File: config.mk
export PLATFORM = sky130hd
export DESIGN_NAME = integer_to_padded_decimal_text_core
export DESIGN_NICKNAME = d
export VERILOG_FILES = /design/src/rtl/i2dtxt_pkg.sv /design/src/rtl/integer_to_padded_decimal_text_core.sv
export SDC_FILE = /design/constraint.sdc
export NUM_CORES = 1
export LEC_CHECK = 0
export BUFFER_PORTS_ARGS = -buffer_cell sky130_fd_sc_hd__buf_2
export CAP_MARGIN = 20
export CORE_AREA = 2 2 259 261
export DETAILED_ROUTE_END_ITERATION = 16
export DIE_AREA = 0 0 261 263
export PLACE_DENSITY = 0.69
export SLEW_MARGIN = 20
export SYNTH_ARGS = -nofsm -noshare
export SYNTH_HDL_FRONTEND = slang
export SYNTH_SLANG_ARGS = --single-unit
File: constraint.sdc
create_clock -name i_clk -period 3.9 [get_ports i_clk]
set_input_delay 0.39 -clock i_clk [delete_from_list [all_inputs] [get_ports i_clk]]
set_output_delay 0.39 -clock i_clk [all_outputs]
set_load 0.005 [all_outputs]
File: src/rtl/i2dtxt_pkg.sv
// Package for the integer-to-decimal text core: constants, stage type, conversion step.
package i2dtxt_pkg;

    // Geometry
    localparam int DIGITS        = 10;
    localparam int SLOTS         = 14;
    localparam int BIN_W         = 32;
    localparam int BCD_W         = 4 * DIGITS;
    localparam int DD_PER_STAGE  = 4;
    localparam int DD_STAGES     = BIN_W / DD_PER_STAGE;
    localparam int NSTAGE        = DD_STAGES + 2;

    // Characters
    localparam logic [7:0] CH_MINUS = 8'h2D;
    localparam logic [7:0] CH_SPACE = 8'h20;
    localparam logic [7:0] CH_ZERO  = 8'h30;
    localparam logic [7:0] CH_NINE  = 8'h39;

    // Register indexes
    localparam logic [1:0] CFG_MIN_DIGITS = 2'd0;
    localparam logic [1:0] CFG_GROUP_SEP  = 2'd1;
    localparam logic [1:0] CFG_SIGNED     = 2'd2;

    // Character slot order: sign, digits with separators ahead of
    // the millions, thousands and units groups
    localparam logic [3:0] SLOT_MINUS = 4'd0;
    localparam logic [3:0] DIGIT_SLOT [DIGITS] = '{
        4'd1, 4'd3, 4'd4, 4'd5, 4'd7, 4'd8, 4'd9, 4'd11, 4'd12, 4'd13
    };
    localparam int         SEP_COUNT = 3;
    localparam int         SEP_POS  [SEP_COUNT] = '{1, 4, 7};
    localparam logic [3:0] SEP_SLOT [SEP_COUNT] = '{4'd2, 4'd6, 4'd10};

    // One pipeline word in flight
    typedef struct packed {
        logic [BCD_W-1:0] bcd;
        logic [BIN_W-1:0] bin;
        logic             neg;
    } t_stage;

    // Four shift-and-add-3 steps of the binary to BCD conversion
    function automatic t_stage dd_steps(input t_stage s);
        t_stage r;
        r = s;
        for (int i = 0; i < DD_PER_STAGE; i++) begin
            for (int d = 0; d < DIGITS; d++) begin
                if (r.bcd[4*d +: 4] >= 4'd5) begin
                    r.bcd[4*d +: 4] = r.bcd[4*d +: 4] + 4'd3;
                end
            end
            {r.bcd, r.bin} = {r.bcd[BCD_W-2:0], r.bin, 1'b0};
        end
        return r;
    endfunction

endpackage

File: src/rtl/integer_to_padded_decimal_text_core.sv
// Top level: 32-bit word to padded decimal ASCII text, one character per word out.
//
// Input channel (i_in_valid / o_in_ready, i_value) takes one 32-bit word per
// handshake. Output channel (o_out_valid / i_out_ready) gives one character
// word per handshake, o_last_char high on the final character of a value.
// Configuration channel (i_cfg_valid / o_cfg_ready, i_cfg_index, i_cfg_data)
// is always ready; write it only while no value is in flight.
// The first character of a value passes, after the input handshake, through
// ten pipeline registers (capture, negate, eight BCD stages of four shift
// steps each), then the character serializer and the output register.
// A value yields 1 to 14 characters, one per cycle while the receiver is
// ready; the serializer takes the next value in the cycle its last
// character leaves.
// Reset (synchronous, active low) empties the pipeline, drops o_out_valid
// and clears all three registers to zero. When the receiver stalls, the
// output word holds, the serializer waits, and the pipeline fills and then
// drops o_in_ready; nothing is lost or repeated.
module integer_to_padded_decimal_text_core (
    input  logic        i_clk,
    input  logic        i_rst_n,
    input  logic        i_in_valid,
    output logic        o_in_ready,
    input  logic [31:0] i_value,
    output logic        o_out_valid,
    input  logic        i_out_ready,
    output logic [7:0]  o_out_char,
    output logic        o_last_char,
    input  logic        i_cfg_valid,
    output logic        o_cfg_ready,
    input  logic [1:0]  i_cfg_index,
    input  logic [7:0]  i_cfg_data
);

    localparam int NST = i2dtxt_pkg::NSTAGE;
    localparam int NSL = i2dtxt_pkg::SLOTS;
    localparam int ND  = i2dtxt_pkg::DIGITS;

    logic [3:0] r_min_digits;
    logic [7:0] r_group_separator;
    logic       r_signed_mode;

    i2dtxt_pkg::t_stage r_stage [NST];
    i2dtxt_pkg::t_stage n_stage [NST];
    logic [NST-1:0]     r_valid;
    logic [NST:0]       ld;

    logic [NSL-1:0] r_mask;
    logic [NSL-1:0] n_mask;
    logic [7:0]     r_chars [NSL];
    logic [7:0]     n_chars [NSL];
    logic [NSL-1:0] onehot;
    logic [NSL-1:0] rest;
    logic [7:0]     sel_char;
    logic           emit;
    logic           ser_can_load;
    logic           ser_load;

    logic [ND-1:0]  nz_le;
    logic [ND-1:0]  open_cnt;
    logic [3:0]     digit [ND];
    logic           any_nz;

    logic       r_out_valid;
    logic [7:0] r_out_char;
    logic       r_last_char;

    // Configuration registers
    assign o_cfg_ready = 1'b1;

    always_ff @(posedge i_clk) begin
        if (!i_rst_n) begin
            r_min_digits      <= 4'd0;
            r_group_separator <= 8'd0;
            r_signed_mode     <= 1'b0;
        end else if (i_cfg_valid) begin
            unique case (i_cfg_index)
                i2dtxt_pkg::CFG_MIN_DIGITS: r_min_digits      <= i_cfg_data[3:0];
                i2dtxt_pkg::CFG_GROUP_SEP:  r_group_separator <= i_cfg_data;
                i2dtxt_pkg::CFG_SIGNED:     r_signed_mode     <= i_cfg_data[0];
                default: ;
            endcase
        end
    end

    // Pipeline next values: capture, negate, then BCD conversion stages
    always_comb begin
        n_stage[0].bin = i_value;
        n_stage[0].bcd = '0;
        n_stage[0].neg = r_signed_mode & i_value[31];
        n_stage[1]     = r_stage[0];
        if (r_stage[0].neg) begin
            n_stage[1].bin = 32'd0 - r_stage[0].bin;
        end
        for (int k = 2; k < NST; k++) begin
            n_stage[k] = i2dtxt_pkg::dd_steps(r_stage[k-1]);
        end
    end

    // Stage load enables: a stage loads when empty or when it moves on
    always_comb begin
        ld[NST] = ser_can_load;
        for (int k = NST - 1; k >= 0; k--) begin
            ld[k] = !r_valid[k] || ld[k+1];
        end
    end

    assign o_in_ready = ld[0];

    always_ff @(posedge i_clk) begin
        if (!i_rst_n) begin
            r_valid <= '0;
        end else begin
            if (ld[0]) begin
                r_valid[0] <= i_in_valid;
            end
            for (int k = 1; k < NST; k++) begin
                if (ld[k]) begin
                    r_valid[k] <= r_valid[k-1];
                end
            end
        end
    end

    always_ff @(posedge i_clk) begin
        for (int k = 0; k < NST; k++) begin
            if (ld[k]) begin
                r_stage[k] <= n_stage[k];
            end
        end
    end

    // Character slots of the converted word: which are shown and what they hold
    always_comb begin
        any_nz = 1'b0;
        for (int p = 0; p < ND; p++) begin
            digit[p] = r_stage[NST-1].bcd[4*(ND-1-p) +: 4];
            any_nz   = any_nz | (digit[p] != 4'd0);
            nz_le[p] = any_nz;
            open_cnt[p] = (r_min_digits <= 4'd10)
                       && ({1'b0, r_min_digits} + 5'(p) >= 5'd10);
        end
        n_mask = '0;
        for (int s = 0; s < NSL; s++) begin
            n_chars[s] = r_group_separator;
        end
        n_mask[i2dtxt_pkg::SLOT_MINUS]  = r_stage[NST-1].neg;
        n_chars[i2dtxt_pkg::SLOT_MINUS] = i2dtxt_pkg::CH_MINUS;
        for (int p = 0; p < ND; p++) begin
            n_mask[i2dtxt_pkg::DIGIT_SLOT[p]] = nz_le[p] | open_cnt[p] | (p == ND - 1);
            if (nz_le[p]) begin
                n_chars[i2dtxt_pkg::DIGIT_SLOT[p]] = i2dtxt_pkg::CH_ZERO + {4'd0, digit[p]};
            end else if (p == ND - 1) begin
                n_chars[i2dtxt_pkg::DIGIT_SLOT[p]] = i2dtxt_pkg::CH_ZERO;
            end else begin
                n_chars[i2dtxt_pkg::DIGIT_SLOT[p]] = i2dtxt_pkg::CH_SPACE;
            end
        end
        for (int g = 0; g < i2dtxt_pkg::SEP_COUNT; g++) begin
            n_mask[i2dtxt_pkg::SEP_SLOT[g]] = (r_group_separator != 8'd0)
                && (nz_le[i2dtxt_pkg::SEP_POS[g] - 1] | open_cnt[i2dtxt_pkg::SEP_POS[g]]);
        end
    end

    // Serializer: lowest pending slot goes out first
    assign onehot = r_mask & (~r_mask + {{(NSL-1){1'b0}}, 1'b1});
    assign rest   = r_mask & ~onehot;
    assign emit   = (r_mask != '0) && (!r_out_valid || i_out_ready);
    assign ser_can_load = (r_mask == '0) || (emit && (rest == '0));
    assign ser_load     = r_valid[NST-1] && ser_can_load;

    always_comb begin
        sel_char = 8'd0;
        for (int s = 0; s < NSL; s++) begin
            sel_char = sel_char | (r_chars[s] & {8{onehot[s]}});
        end
    end

    always_ff @(posedge i_clk) begin
        if (!i_rst_n) begin
            r_mask <= '0;
        end else if (ser_load) begin
            r_mask <= n_mask;
        end else if (emit) begin
            r_mask <= rest;
        end
    end

    always_ff @(posedge i_clk) begin
        if (ser_load) begin
            for (int s = 0; s < NSL; s++) begin
                r_chars[s] <= n_chars[s];
            end
        end
    end

    // Output register
    always_ff @(posedge i_clk) begin
        if (!i_rst_n) begin
            r_out_valid <= 1'b0;
        end else if (emit) begin
            r_out_valid <= 1'b1;
        end else if (i_out_ready) begin
            r_out_valid <= 1'b0;
        end
    end

    always_ff @(posedge i_clk) begin
        if (emit) begin
            r_out_char  <= sel_char;
            r_last_char <= (rest == '0);
        end
    end

    assign o_out_valid = r_out_valid;
    assign o_out_char  = r_out_char;
    assign o_last_char = r_last_char;

endmodule

[Word level (Yosys, flattened, before mapping)]
Memories as Yosys holds them, arrays and structs flattened.
Index checks and enable logic that the tools add are counted.
Cells by class
  equal/unequal tests: 2
  add/sub/neg operators: 340
  magnitude comparators: 330
  bitwise operators: 53
  mux-type cells: 357
  reduce and logical (&&, ||, !) cells: 58
Operators by type and width (number)
  >= comparator 4 x 3 -> 1 bit (second input constant): 320
  adder 4 x 2 -> 4 bit (second input constant): 288
  two-way mux 4 bit: 288
  AND 8 bit: 14
  bitwise OR 8 bit: 13
  adder 3 x 2 -> 3 bit (second input constant): 32
  two-way mux 3 bit: 32
  adder 6 x 4 -> 7 bit (first input constant): 10
  two-way mux 7 bit: 10
  >= comparator 5 x 4 -> 1 bit (second input constant): 8
  nonzero test 4 bit: 10
  two-way mux 32 bit: 1
  subtractor 1 x 32 -> 32 bit (first input constant): 1
  AND 14 bit: 2
  logical NOT 14 bit: 2
  two-way mux 14 bit: 2
  NOT 14 bit: 2
  two-way mux 1 bit: 24
  bitwise OR 1 bit: 21
  adder 4 x 3 -> 5 bit (second input constant): 4
  logical AND 1 bit: 15
  adder 14 x 1 -> 14 bit (second input constant): 1
  nonzero test 14 bit: 1
  logical OR 1 bit: 12
  other kinds (13): 27
Word-level totals
  bits in writable memories: 842
  memories kept: 2
  output and inout port bits: 12
  flip-flop bits (word level): 47
  logic and storage cells: 1159
Memories
  r_stage: words 10, bits a word 73, rd ports 10, clocked after memory_dff 0, wr ports 10, line integer_to_padded_decimal_text_core.sv:42  | i2dtxt_pkg::t_stage r_stage [NST];
  r_chars: words 14, bits a word 8, rd ports 14, clocked after memory_dff 0, wr ports 14, line integer_to_padded_decimal_text_core.sv:49  | logic [7:0] r_chars [NSL];

[Depth between registers and ports, before layout]
  depth in word-level cells: 20
  depth in mapped cells: 22

[Worst setup path before layout]
Ideal clock, no wire load.
  kind: reg-to-reg
  start: memory r_stage[8][49] (netlist name)
  end: memory r_stage[9][55] (netlist name) (data pin)
  clock period less this slack: 4.110 ns
  data required time: 3.641 ns
  stages on the path, launching flop included: 22
  path buffers: 0
  arrival: 3.851 ns
  setup time: 0.259 ns
  setup slack: -0.210 ns
  cells stage by stage: edfxtp_1 -> inv_1 -> ha_1 -> nor2b_1 -> or3_1 -> nand2_1 -> inv_1 -> ha_1 -> nor2b_1 -> a2111o_1 -> o211a_1 -> xnor2_1 -> ha_1 -> inv_1 -> a21oi_1 -> nor3b_1 -> a21oi_1 -> inv_1 -> ha_1 -> nor2_1 -> nor2_1 -> a211o_1
RTL lines (line)
  start, declared: integer_to_padded_decimal_text_core.sv:42

==> flow_summary.toml <==
[global_route]
grt_pass1_wl_um = 103000
grt_overflow_total = 0
grt_use_total_pct = 17.4
antenna_found_initial = 1
grt_start_max_net_pins = 45
grt_pass1_vias = 23788

[floorplan]
die_w_um = 261
die_y_um = 263
rows = 94
num_io_pins = 59
dieArea_um2 = 68600
core-area_um2 = 65600
initial_utilization_pct = 50.6

[timing]
slew_headroom_pct = 38.2
skew_ps = 62.9
fin_crit_sh_pct = 98.1
period_needed_ps = 3830
setup_viol = 0
hold_viol_final = 0
rsz0062_at_grt = "true"
tightest_slew_ps = 927
slew_viol_final = 0
hold_ws_ps = 28.6
timing.fmax_mhz = 261

[finish]
syn_to_final_growth_pct = 25.0
multiInputGateArea_um2 = 20000
seq_area_um2 = 13900
final_util_pct = 63.3
drive_above_1_share_pct = 27.6
nets = 4102
antenna_cells = 0
fin_area_um2 = 41500
fillCellCount = 5191

[synthesis]
yosys.area.top_type_share_pct = 39.5
synth_ff_type = "edfxtp_1"
synth_seq_area_share_pct = 41.8
synth.largest_area_cell = "edfxtp_1"
synth_area_um2 = 33200
yosys-top-cells-area = "edfxtp_1 39%, ha_1 10%, mux2i_1 4.0%"
ys_seq_elements = 475
synth.distinct_cells = 90
synthCells = 3332
syn_nets = 3656
ys.warnings.count = 0
async_reset_ff_share_pct = 0
syn-mean-instance-area_um2 = 9.97
synth_edf_count = 437

[drt]
drt_iter0_drc = 1151
dr.pass1.iters = 5
drc_errors = 0
drt_wl_total_um = 65100
via_per_inst = 5.49
vias = 25742
antenna_left = 0
wl_per_cell_um = 13.9

[clock_tree]
cts.sinks = 475
path_clk_slew_ps = 70
cts_tree = "built"
clk_path_buf_depth = 3
clock-root-buffer = "clkbuf_16"
htreeDepth = 2
clkLatencyLatePin_ps = 630
cts-buffers-inserted = 52

[run]
maxCapViolations = 0

[placement]
dpl_cell_area_um2 = 36500
gp_congestion = 0.834
io_buffers = 57
dpl.hpwl_um = 44900

[setup_path]
r2r-start = "r_stage[7][45]$_DFFE_PP_"
critPathBufInv = 3
cp-start-kind = "flop"
critPathTopFamily = "compound AO/OA/AOI/OAI gates"
arrival_ps = 4200
crit_chain = "ha_2 -> nand2b_4 -> a21oi_2 -> buf_4 -> mux2i_4 -> o21ai_1 -> a31oi_1 -> inv_1 -> ha_1 -> nand2b_1 -> a21o_1 -> xnor2_2 -> inv_1 -> ha_2 -> nor2b_1 -> o21ai_2 -> mux2_4"
worst_path_max_delay_cell = "edfxtp_1"
max_stage_delay_ps = 460
critical_path_class = "flop to flop"
critPathRequiredTime_ps = 4270
cp-end-kind = "flop"
cp_max_fo = 4
startpoint = "r_stage[7][45]$_DFFE_PP_"

[status]
status = "completed"

[worst_hold_path]
hold_path.class = "primary input to flop"
worstHoldStart = "i_cfg_data[5]"
kinds of logic (layout without fill, tap and decap cells):
family                     count (synthesis)  count (layout)  synth area share [%]
AOI/OAI and AO/OA                        964             964                  19.1
xor gates and xnor gates                 150             150                  3.95
adders and majority gates                280             280                  10.5
buffers and inverters                    384             874                  4.36
DFF                                      475             475                  41.8
muxes                                    210             210                  6.61
other                                      1               1                0.0113
and+or+nand+nor                          868             868                  13.7
sequential cells by signal, summed over array words and instances (netlist names):
register,flops
r_mask,14
r_group_separator,8
o_last_char,1
r_signed_mode,1
r_min_digits,4
r_valid,10
r_stage,371
o_out_char,8
o_out_valid,1
r_chars,57
worst reg2reg max path, delay by kind of cell, from the launching register on:
kind	cells	cell delay (ps)
AOI/OAI and AO/OA	5	910
adders and majority gates	3	610
muxes	2	550
DFF	1	460
and+or+nand+nor	3	430
buffers and inverters	3	400
xor gates and xnor gates	1	210
final timing paths:
| path | endpoint | slack (ps) | cells after the start |
|---|---|---|---|
| max | r_stage[8][47]$_DFFE_PP_ | 70 | 17 |
| min reg2reg | r_stage[6][31]$_DFFE_PP_ | 410 | 0 |
| min | r_group_separator[5]$_SDFFE_PN0P_ | 30 | 3 |
| max reg2reg | r_stage[8][47]$_DFFE_PP_ | 70 | 17 |
repair_timing:
action / CTS / global route
hold buffers: 32 / 0
buffers inserted: 13 / 101
endpoints found under the setup margin: 43 / 153
pin swaps: 17 / 151
hold endpoints to repair: 32 / 0
cloned: 0 / 0
resized for setup: 62 / 449
cells in the mapped netlist (8+ instances only):
master,count
xor2_1,20
a211oi_1,55
a211o_1,30
a21boi_0,37
a31oi_1,46
xnor2_1,130
o21a_1,46
dfxtp_1,38
nor4_1,9
nand3_1,61
a221oi_1,9
inv_1,313
nand3b_1,9
a21o_1,69
and3_1,14
clkbuf_1,64
o31ai_1,22
ha_1,277
mux2_2,76
nand2_1,179
or4_1,20
nor3_1,45
o221ai_1,8
a21oi_1,218
o21ai_0,209
nand2b_1,105
a21bo_2,11
or2_2,16
mux2i_1,134
o22ai_1,27
o211a_1,9
or3_1,29
nor2b_1,64
nor2_1,199
nor3b_1,56
o211ai_1,31
edfxtp_1,437
o31a_1,8
and2_1,35
a22oi_1,23
final cells by class:
type,instances,share of cell area [%]
clock buffers,59,3.25
clock inverters,39,1.10
inverters,316,2.87
multi-input cells,2473,48.2
flip-flops and latches,475,33.4
well taps,864,2.60
repair buffers,460,8.58
per-stage QoR:
step	std cells	TNS [ps]	worst slack, ps
6_report	4686	0	73.5
2_1_floorplan	3332	-204	-148
5_1_grt	4686	-3060	-139
3_5_place_dp	4442	-1640	-147
3_3_place_gp	4442	-2.77	-2.77
4_1_cts	4585	-30.1	-15.2
placed cells by master (no fill, tap or decap), types with 40 or more instances in the layout:
master,count
nand2b_1,80
edfxtp_1,437
ha_2,70
nand3_1,58
mux2i_1,115
nor3b_1,47
a21o_1,68
buf_4,357
nor2_1,187
nand2_1,173
xnor2_1,81
nor2b_1,56
o21a_1,45
ha_1,182
o21ai_0,183
nor3_1,42
a31oi_1,40
a21oi_1,162
inv_2,55
buf_2,56
inv_1,258
clkbuf_16,52
xnor2_2,40
mux2_2,70
a21oi_2,46
a211oi_1,47
routing by layer:
layer,global-route usage [%],share of wire (%),vias up
li1,-,-,13227
met1,21.1,43,12131
met2,31.9,52,283
met3,2.06,2.7,101
met4,5.48,2.4,0
met5,0,0,-
Power is not shown: default switching activity piles up to over one toggle a cycle in this logic, so the estimate is an artifact.
